`src/design/modexp_pkg.sv`:
```
// shared constants and control types for the modular exponentiation core
`timescale 1ns / 1ps

package modexp_pkg;

    // field widths
    localparam int BASE_W  = 30;
    localparam int EXP_W   = 32;
    localparam int POWER_W = 30;

    // stream widths, padded to whole bytes
    localparam int S_TDATA_W = 64;
    localparam int M_TDATA_W = 32;

    // number of exponent bits scanned
    localparam int EXP_BITS = 32;
    localparam logic [EXP_W-1:0] EXP_MASK = (EXP_BITS >= EXP_W) ? {EXP_W{1'b1}} :
        EXP_W'((64'd1 << EXP_BITS) - 64'd1);

    // prime modulus and barrett reduction constants
    localparam int RED_W = 32;
    localparam logic [RED_W-1:0] PRIME_MOD = 32'd1000000007;
    localparam logic [RED_W-1:0] PRIME_MOD_X2 = 32'd2000000014;
    localparam int BARRETT_K = 30;
    localparam int MU_W = 31;
    localparam logic [MU_W-1:0] BARRETT_MU =
        MU_W'((64'd1 << (2 * BARRETT_K)) / 64'd1000000007);

    // modular multiplier pipeline depth
    localparam int MM_STAGES = 4;

    // controller to datapath commands
    typedef struct packed {
        logic load;
        logic issue;
        logic update;
        logic emit;
    } t_cmd;

    // datapath to controller status
    typedef struct packed {
        logic exp_zero;
        logic mm_done;
        logic out_free;
    } t_sts;

endpackage

```
`src/design/modexp_ctrl.sv`:
```
// controller state machine sequencing one exponentiation at a time
`timescale 1ns / 1ps

module modexp_ctrl
    import modexp_pkg::*;
(
    input  logic  i_clk,
    input  logic  i_rst_n,
    input  logic  i_in_valid,
    output logic  o_in_ready,
    input  t_sts  i_sts,
    output t_cmd  o_cmd
);

    localparam logic [1:0] S_IDLE   = 2'd0;
    localparam logic [1:0] S_CHECK  = 2'd1;
    localparam logic [1:0] S_WAIT   = 2'd2;
    localparam logic [1:0] S_FINISH = 2'd3;

    logic [1:0] r_state;
    logic [1:0] n_state;

    // next state and commands
    always_comb begin
        n_state     = r_state;
        o_cmd       = '0;
        o_in_ready  = 1'b0;
        case (r_state)
            S_IDLE: begin
                // no input beat is taken while reset is held
                o_in_ready = i_rst_n;
                if (i_in_valid && i_rst_n) begin
                    o_cmd.load = 1'b1;
                    n_state    = S_CHECK;
                end
            end
            S_CHECK: begin
                if (i_sts.exp_zero) begin
                    n_state = S_FINISH;
                end else begin
                    o_cmd.issue = 1'b1;
                    n_state     = S_WAIT;
                end
            end
            S_WAIT: begin
                if (i_sts.mm_done) begin
                    o_cmd.update = 1'b1;
                    n_state      = S_CHECK;
                end
            end
            S_FINISH: begin
                if (i_sts.out_free) begin
                    o_cmd.emit = 1'b1;
                    n_state    = S_IDLE;
                end
            end
            default: begin
                n_state = S_IDLE;
            end
        endcase
    end

    // state register
    always_ff @(posedge i_clk) begin
        if (!i_rst_n) begin
            r_state <= S_IDLE;
        end else begin
            r_state <= n_state;
        end
    end

endmodule
```
`config.mk`:
```
export PLATFORM = sky130hd
export DESIGN_NAME = modexp_ctrl
export DESIGN_NICKNAME = d
export VERILOG_FILES = /design/src/design/modexp_pkg.sv /design/src/design/modexp_ctrl.sv
export SDC_FILE = /design/constraint.sdc
export NUM_CORES = 1
export LEC_CHECK = 0
export BUFFER_PORTS_ARGS = -buffer_cell sky130_fd_sc_hd__buf_2
export CORE_AREA = 4 4 41 43
export DETAILED_ROUTE_END_ITERATION = 8
export DIE_AREA = 0 0 45 47
export GPL_TIMING_DRIVEN = 0
export PLACE_DENSITY = 0.32
export SYNTH_ARGS = -nofsm -noshare
export SYNTH_HDL_FRONTEND = slang
export SYNTH_SLANG_ARGS = --single-unit
```
`constraint.sdc`:
```
create_clock -name i_clk -period 1.1 [get_ports i_clk]
set_input_delay 0.22 -clock i_clk [delete_from_list [all_inputs] [get_ports i_clk]]
set_output_delay 0.22 -clock i_clk [all_outputs]
set_load 0.02 [all_outputs]
```
==> impl_metrics.ini, run 1 <==
[status]
status = complete, but fails checks
violations = negative setup slack

[global_route]
gr-total-overflow = 0
grt_usage = 0.0450
grt_pass1_wl_um = 627
grt_start_max_net_pins = 8
antenna_found_initial = 0
first_global_vias = 148

[placement]
globalplace.congestion = 0.681
io_buffers = 10
dp_slack_ns = -0.111
hpwl_um = 321

[timing]
relSlewSlack = 0.896
fin_crit_ns = 1.25
hold_viol = 0
tightest_slew_ns = 0.155
fin_ws_ns = -0.154
setup_viol = 6
skew_ns = 0.000274
timing.hold.ws_ns = 0.262
period_share = 1.14
rsz0062_at_grt = true
clock.fmax_mhz = 797
drv_slew = 0

[logic_synthesis]
seq_area_frac_synth = 0.299
synth_seq_cells = 2
syn_nets = 20
postSynthAreaPerCell_um2 = 9.56
netlist_area_um2 = 134
synth.distinct_cells = 10
synth_cells = 14
yosys_warnings = 0

[cts]
cts_sinks = 2
cts_root_buffer = clkbuf_4
numCtsBuffers = 3
cts_tree = done
post-cts-setup-buffers = 0
cts_buffer_depth = 2
clkSlewWorstSetupHoldPaths_ns = 0.03
h-tree-depth = 1
clkLatencyLatePin_ns = 0.22

[pwr]
power.total_uw = 330
p_leak_nw = 0.126
power_density_mw_per_mm2 = 1200
ir_drop_uv = 345

[floorplanning]
io-pin-count = 11
row_count = 13
die_y_um = 47
die_w_um = 45
start_util = 0.103
fp.coreArea_mm2 = 0.00130
fp.dieArea_mm2 = 0.00212

[hold_path]
holdPathEnd = r_state[0]
hp-start = i_rst_n
hold_path_depth = 2
holdCritPathClass = in -> reg

[critical_path]
criticalPathCategory = reg -> out
worstPathArrival_ns = 1.03
cp-start-kind = register
crit_required_ns = 0.88
cp-end-kind = output port
r2r_slack_ns = -0.04
timing.rr.end = r_state[0]
path_max_fanout = 7
reg2regPathDepth = 2
r2r_start = r_state[1]

[cells_and_area]
final_common_cell = buf_2
drive_gt1_frac = 0.815
regMostFlops = r_state
n_fill_cell = 156
num_antenna_cells = 0
layout.nets = 35
utilization = 0.212
layout_common_cells = buf_2 (6), clkbuf_4 (3), buf_6 (3)
top_regs = r_state: 2 flops
syn2layout_area_growth_pct = 106
largest_reg_flops = 2

[flow_run]
cap_violations = 0

[detailed_routing]
drt-total-wl_um = 378
first_iter_violations = 2
ant_nets = 0
dr.pass1.iters = 2
drc = 0
routedWlPerCell_um = 9.00
vias = 151
vias_per_cell = 3.60
## stage by stage
step | instances | TNS [ns] | area [um2]
6_report | 42 | -0.378 | 275
5_1_grt | 42 | -0.700 | 275
2_1_floorplan | 14 | -0.0934 | 151
3_3_place_gp | 39 | -0.0998 | 220
3_5_place_dp | 39 | -0.111 | 220
4_1_cts | 42 | -0.611 | 258
## synth_stat cells, drive strengths merged
| library cell | count | area share |
|---|---|---|
| nor3b | 3 | 0.17 |
| and2 | 2 | 0.093 |
| dfxtp | 2 | 0.30 |
| a21oi | 1 | 0.037 |
| and3 | 1 | 0.056 |
| and3b | 1 | 0.075 |
| inv | 1 | 0.028 |
| mux4 | 1 | 0.17 |
| nand2 | 1 | 0.028 |
| nor2b | 1 | 0.047 |
## critical path: stages, from the launching register on
cell	delay [ns]
dfxtp_4	0.36
nor3b_4	0.19
and2_4	0.16
buf_6	0.10
## cells by family after synthesis
family                 after synthesis  synth area share
AO/OA/AOI/OAI                        1            0.0373
buffers and inverters                1            0.0280
flip-flops                           2             0.299
multiplexers                         1             0.168
AND/OR/NAND/NOR                      9             0.467
## worst max-delay path by stage
stage | depth (start not counted) | end | slack [ns] | startpoint
floorplan | 2 | o_cmd[3] | -0.05 | r_state[1]
detailed placement | 2 | r_state[0] | -0.11 | r_state[1]
CTS | 3 | o_cmd[3] | -0.17 | r_state[0]
finish | 3 | o_cmd[3] | -0.15 | r_state[0]
global route | 3 | o_cmd[3] | -0.21 | r_state[0]
global placement | 2 | r_state[0] | -0.1 | r_state[1]
## cell type report
class | count | area, um2 | area share
timing repair buffer | 10 | 71.3 | 0.259
clock buffer | 3 | 22.5 | 0.0818
tap | 15 | 18.8 | 0.0682
sequential | 2 | 47.5 | 0.173
multi-input combinational | 11 | 111 | 0.405
inverter | 1 | 3.75 | 0.0136
## layer usage
layer  GRT usage  routed length (um)  vias to the layer above
li1            -                   -                       76
met4      0.0351                   0                        0
met2      0.0678                 215                        5
met5           0                   0                        -
met3      0.0230                  19                        0
met1      0.0476                 143                       70
## what timing repair did
action,in CTS,in global routing
hold buffers,0,0
resized for setup,6,6
pin swaps,3,0
endpoints found under the setup margin,6,6
## where the power goes
group / switching, mW / internal [mW] / leakage [nW]
registers: 0.0144 / 0.0798 / 0.0178
clock network: 0.0350 / 0.120 / 0.0138
logic: 0.0321 / 0.0487 / 0.0939
Note: power is estimated with default switching activity, not from simulation.
==> run 2: changes to the inputs <==
BUFFER_PORTS_ARGS = default   (was -buffer_cell sky130_fd_sc_hd__buf_2)
DONT_BUFFER_PORTS = 1   (was default)
PLACE_DENSITY = 0.3   (was 0.32)
==> run 2 against run 1 <==
The flow still finishes with violations (negative setup slack). Worst setup slack got worse by 0.096 ns. Clock power rose by 4%. Sequential power is 8.6% lower. Sequential share of layout area up 3.0 points. Critical path depth fell by 1. Sequential cell count stayed put. Combinational power shrank 6.8%. Clock skew is 0.0016 ns higher. Worst hold slack lost 0.14 ns. Global-route usage is 0.39 points higher. First-iteration DRC count shrank 50%. Core utilization shrank 3.2 points. Largest cell class unchanged. Largest power group unchanged. Highest routed layer unchanged.
==> impl_metrics.ini, run 2 (same netlist as run 1, synthesis figures left out) <==
[status]
status = complete, but fails checks
violations = negative setup slack

[placement]
globalplace.congestion = 0.614
io_buffers = 0

[cells_and_area]
largest_reg_flops = 2
top_regs = r_state: 2 flops
num_antenna_cells = 0
multi_input_area_um2 = 119
drive_gt1_frac = 0.700
n_fill_cell = 152
layout.nets = 28
regMostFlops = r_state
seq_area_um2 = 47.5
syn2layout_area_growth_pct = 74.8
layout_common_cells = clkbuf_4 (3), buf_4 (3), nor3b_4 (2), dfxtp_4 (2)

[timing]
fin_crit_ns = 1.35
tightest_slew_ns = 0.324
rsz0062_at_grt = true
relSlewSlack = 0.784
skew_ns = 0.00190
setup_viol = 6
period_share = 1.23
timing.hold.ws_ns = 0.125
hold_viol = 0
fin_ws_ns = -0.250
clock.fmax_mhz = 741
drv_slew = 0

[detailed_routing]
vias = 127
ant_nets = 0
dr.pass1.iters = 4
routedWlPerCell_um = 10.7
drt-total-wl_um = 376
first_iter_violations = 1
vias_per_cell = 3.63
drc = 0

[critical_path]
cpLargestDelayFamily = simple AND/OR/NAND/NOR gates
timing.rr.end = r_state[0]
criticalPathCategory = reg -> out
r2r_start = r_state[1]
crit_buf_inv = 0
path_max_fanout = 2
slowest_stage = dfxtp_4
worstPathArrival_ns = 1.13
cp-end-kind = output port
reg2regPathDepth = 3
cp-start-kind = register
critPathMaxStageDelay_ns = 0.34
crit_required_ns = 0.88
r2r_slack_ns = -0.13
path_cells = nor3b_4 > and2_4

[pwr]
power_density_mw_per_mm2 = 1380
p_leak_nw = 0.0907
power.total_uw = 322
ir_drop_uv = 517

[floorplanning]
io-pin-count = 11
fp.coreArea_mm2 = 0.00130
start_util = 0.103
row_count = 13
die_w_um = 45
fp.dieArea_mm2 = 0.00212
die_y_um = 47

[cts]
clkSlewWorstSetupHoldPaths_ns = 0.03
cts_sinks = 2
cts_buffer_depth = 2
numCtsBuffers = 3
cts_root_buffer = clkbuf_4
cts_tree = done
h-tree-depth = 1
clkLatencyLatePin_ns = 0.22

[flow_run]
cap_violations = 0

[hold_path]
holdPathEnd = r_state[0]
hold_path_depth = 1
hp-start = i_rst_n
holdCritPathClass = in -> reg

[global_route]
gr-total-overflow = 0
grt_usage = 0.0489
antenna_found_initial = 0
first_global_vias = 134
grt_pass1_wl_um = 655
grt_start_max_net_pins = 7
-- run 2: worst max path at each step --
stage,start,endpoint,slack [ns],cells after the start
floorplan,r_state[1],o_cmd[3],-0.05,2
global placement,r_state[0],o_cmd[3],-0.11,2
detailed placement,r_state[0],o_cmd[3],-0.12,2
CTS,r_state[0],o_cmd[3],-0.28,2
global route,r_state[1],o_cmd[3],-0.31,2
finish,r_state[1],o_cmd[3],-0.25,2
-- run 2: worst register-to-register path, delay by kind of cell, from the launching register on --
kind | cells | cell delay, ns
buffers and inverters | 1 | 0.14
muxes | 1 | 0.49
DFF | 1 | 0.34
and+or+nand+nor | 1 | 0.14
-- run 2: area by class of cell --
cell class / instances / area share
Tap cell: 15 / 0.0802
Multi-Input combinational cell: 11 / 0.508
Inverter: 1 / 0.0160
Timing Repair Buffer: 3 / 0.0963
Clock buffer: 3 / 0.0963
Sequential cell: 2 / 0.203
-- run 2: power breakdown --
part / leakage [nW] / switching (mW) / internal [mW]
sequential: 0.0178 / 0.00654 / 0.0795
combinational: 0.0590 / 0.0346 / 0.0408
clock: 0.0138 / 0.0406 / 0.120
-- run 2: timing repair --
| item | in CTS | in global routing |
|---|---|---|
| gates resized for setup | 8 | 0 |
| endpoints found under the hold margin | 0 | 0 |
| setup buffers | 3 | 1 |
| hold buffers | 0 | 0 |
| pin swaps | 4 | 3 |
| setup endpoints to repair | 6 | 6 |
-- run 2: layer usage --
| metal | up-vias | routed length [um] | global-route usage |
|---|---|---|---|
| met1 | 59 | 117 | 0.0430 |
| met4 | 0 | 0 | 0.0351 |
| met3 | 0 | 59 | 0.0575 |
| met5 | - | 0 | 0 |
| met2 | 6 | 198 | 0.0621 |
| li1 | 62 | - | - |
-- run 2: per-stage QoR --
stage	setup TNS [ns]	std cells	area [um2]	worst slack, ns	utilization
6_report	-0.698	35	234	-0.250	0.180
3_5_place_dp	-0.201	29	170	-0.121	0.131
3_3_place_gp	-0.208	29	170	-0.115	0.131
2_1_floorplan	-0.0934	14	151	-0.0544	-
4_1_cts	-0.733	35	238	-0.278	0.183
5_1_grt	-1.01	35	234	-0.313	0.180
==> run 3: changes to the inputs <==
CELL_PAD_IN_SITES_DETAIL_PLACEMENT = 1   (was default)
CELL_PAD_IN_SITES_GLOBAL_PLACEMENT = 2   (was default)
PLACE_DENSITY = 0.35   (was 0.3)
==> run 3 against run 2 <==
Clock skew up 0.0049 ns. Sequential share of layout area shrank 0.53 points. Count of clock-buffer cells in the layout unchanged. Power up 4.4%. Via count up 3.1%. Sequential power decreased by 0.5%. Die area unchanged. Critical endpoint unchanged. The flow still finishes with violations (negative setup slack). Sequential cell count is the same. Critical path type unchanged. Combinational power grew 8.1%. Fmax up 0.15%. Critical path depth is the same. Global-route usage rose by 0.87 points.
==> impl_metrics.ini, run 3 (same netlist as run 1, synthesis figures left out) <==
[status]
status = complete, but fails checks
violations = negative setup slack

[timing]
clock.fmax_mhz = 742
drv_slew = 0
tightest_slew_ns = 0.311
period_share = 1.23
tns_ns = -1.01
fin_crit_ns = 1.35
skew_ns = 0.00679
hold_viol = 0
relSlewSlack = 0.792
rsz0062_at_grt = true
fin_ws_ns = -0.248
setup_viol = 6

[cts]
clkLatencyLatePin_ns = 0.23
cts_sinks = 2
clkSlewWorstSetupHoldPaths_ns = 0.03
cts_tree = done
h-tree-depth = 1
cts_root_buffer = clkbuf_4
cts_hold_buf = 0
numCtsBuffers = 3
cts_buffer_depth = 2

[pwr]
power_density_mw_per_mm2 = 1400
ir_drop_uv = 220
p_leak_nw = 0.0934

[floorplanning]
die_w_um = 45
die_y_um = 47
fp.coreArea_mm2 = 0.00130
fp.dieArea_mm2 = 0.00212
start_util = 0.103
row_count = 13
io-pin-count = 11

[flow_run]
cap_violations = 0

[detailed_routing]
vias_per_cell = 3.74
drc = 0
routedWlPerCell_um = 12.3
ant_nets = 0
first_iter_violations = 0
drt-total-wl_um = 429
dr.pass1.iters = 1
vias = 131

[placement]
globalplace.congestion = 0.611
dp.cells = 29
io_buffers = 0

[global_route]
first_global_vias = 139
grt_usage = 0.0576
gr-total-overflow = 0
grt_start_max_net_pins = 7
antenna_found_initial = 0
grt_pass1_wl_um = 745

[cells_and_area]
utilization = 0.185
drive_gt1_frac = 0.750
syn2layout_area_growth_pct = 79.4
multi_input_area_um2 = 121
top_regs = r_state: 2 flops
num_antenna_cells = 0
layout.nets = 28
layout_common_cells = clkbuf_4 (3), nor3b_4 (2), and2_4 (2), dfxtp_4 (2), buf_4 (2)
stdcell_count = 35
largest_reg_flops = 2
seq_area_um2 = 47.5
n_fill_cell = 156
regMostFlops = r_state
final_common_cell = clkbuf_4

[critical_path]
worstPathArrival_ns = 1.13
criticalPathCategory = reg -> out
cp-start-kind = register
crit_required_ns = 0.88
reg2regPathDepth = 4
path_max_fanout = 2
cp-end-kind = output port

[hold_path]
hold_path_depth = 1
holdCritPathClass = in -> reg
[run 3: where the power goes]
part	leakage (nW)	internal [mW]	switching, mW	total, mW
logic	0.0618	0.0452	0.0363	0.0814
clock network	0.0138	0.121	0.0481	0.169
registers	0.0178	0.0794	0.00630	0.0857
[run 3: repair_timing]
item / CTS / global route
buffers inserted: 2 / 1
endpoints found under the setup margin: 6 / 6
pin swaps: 3 / 4
resized for setup: 7 / 2
[run 3: worst paths after layout]
| path | from | endpoint | slack [ns] |
|---|---|---|---|
| setup reg to reg | r_state[1] | r_state[0] | -0.21 |
| hold reg to reg | r_state[0] | r_state[1] | 0.67 |
| setup / recovery | r_state[1] | o_cmd[3] | -0.25 |
| hold / removal | i_rst_n | r_state[1] | 0.12 |
[run 3: cell type report]
cell class,instances,area share
inverters,1,0.0156
clock buffers,3,0.0938
well taps,15,0.0781
repair buffers,3,0.109
flip-flops and latches,2,0.198
multi-input cells,11,0.505
[run 3: critical path, stage by stage (launching register included)]
cell	delay [ns]
dfxtp_4	0.34
nor3b_4	0.32
and2_4	0.24
[run 3: per-stage QoR]
stage / hold WS, ns / setup slack (ns) / power (mW) / area (um2)
after CTS: 0.114 / -0.258 / 0.339 / 226
after global placement: 0.350 / -0.124 / 0.145 / 170
after detailed placement: 0.352 / -0.110 / 0.145 / 170
after global routing: 0.103 / -0.314 / 0.369 / 240
after floorplan: 0.342 / -0.0544 / 0.137 / 151
final: 0.115 / -0.248 / 0.336 / 240
[run 3: layer usage]
layer,GRT usage,vias to the layer above,routed length [um]
li1,-,63,-
met1,0.0611,57,188
met2,0.0650,9,163
met3,0.0421,2,61
met4,0.0702,0,15
met5,0,-,0
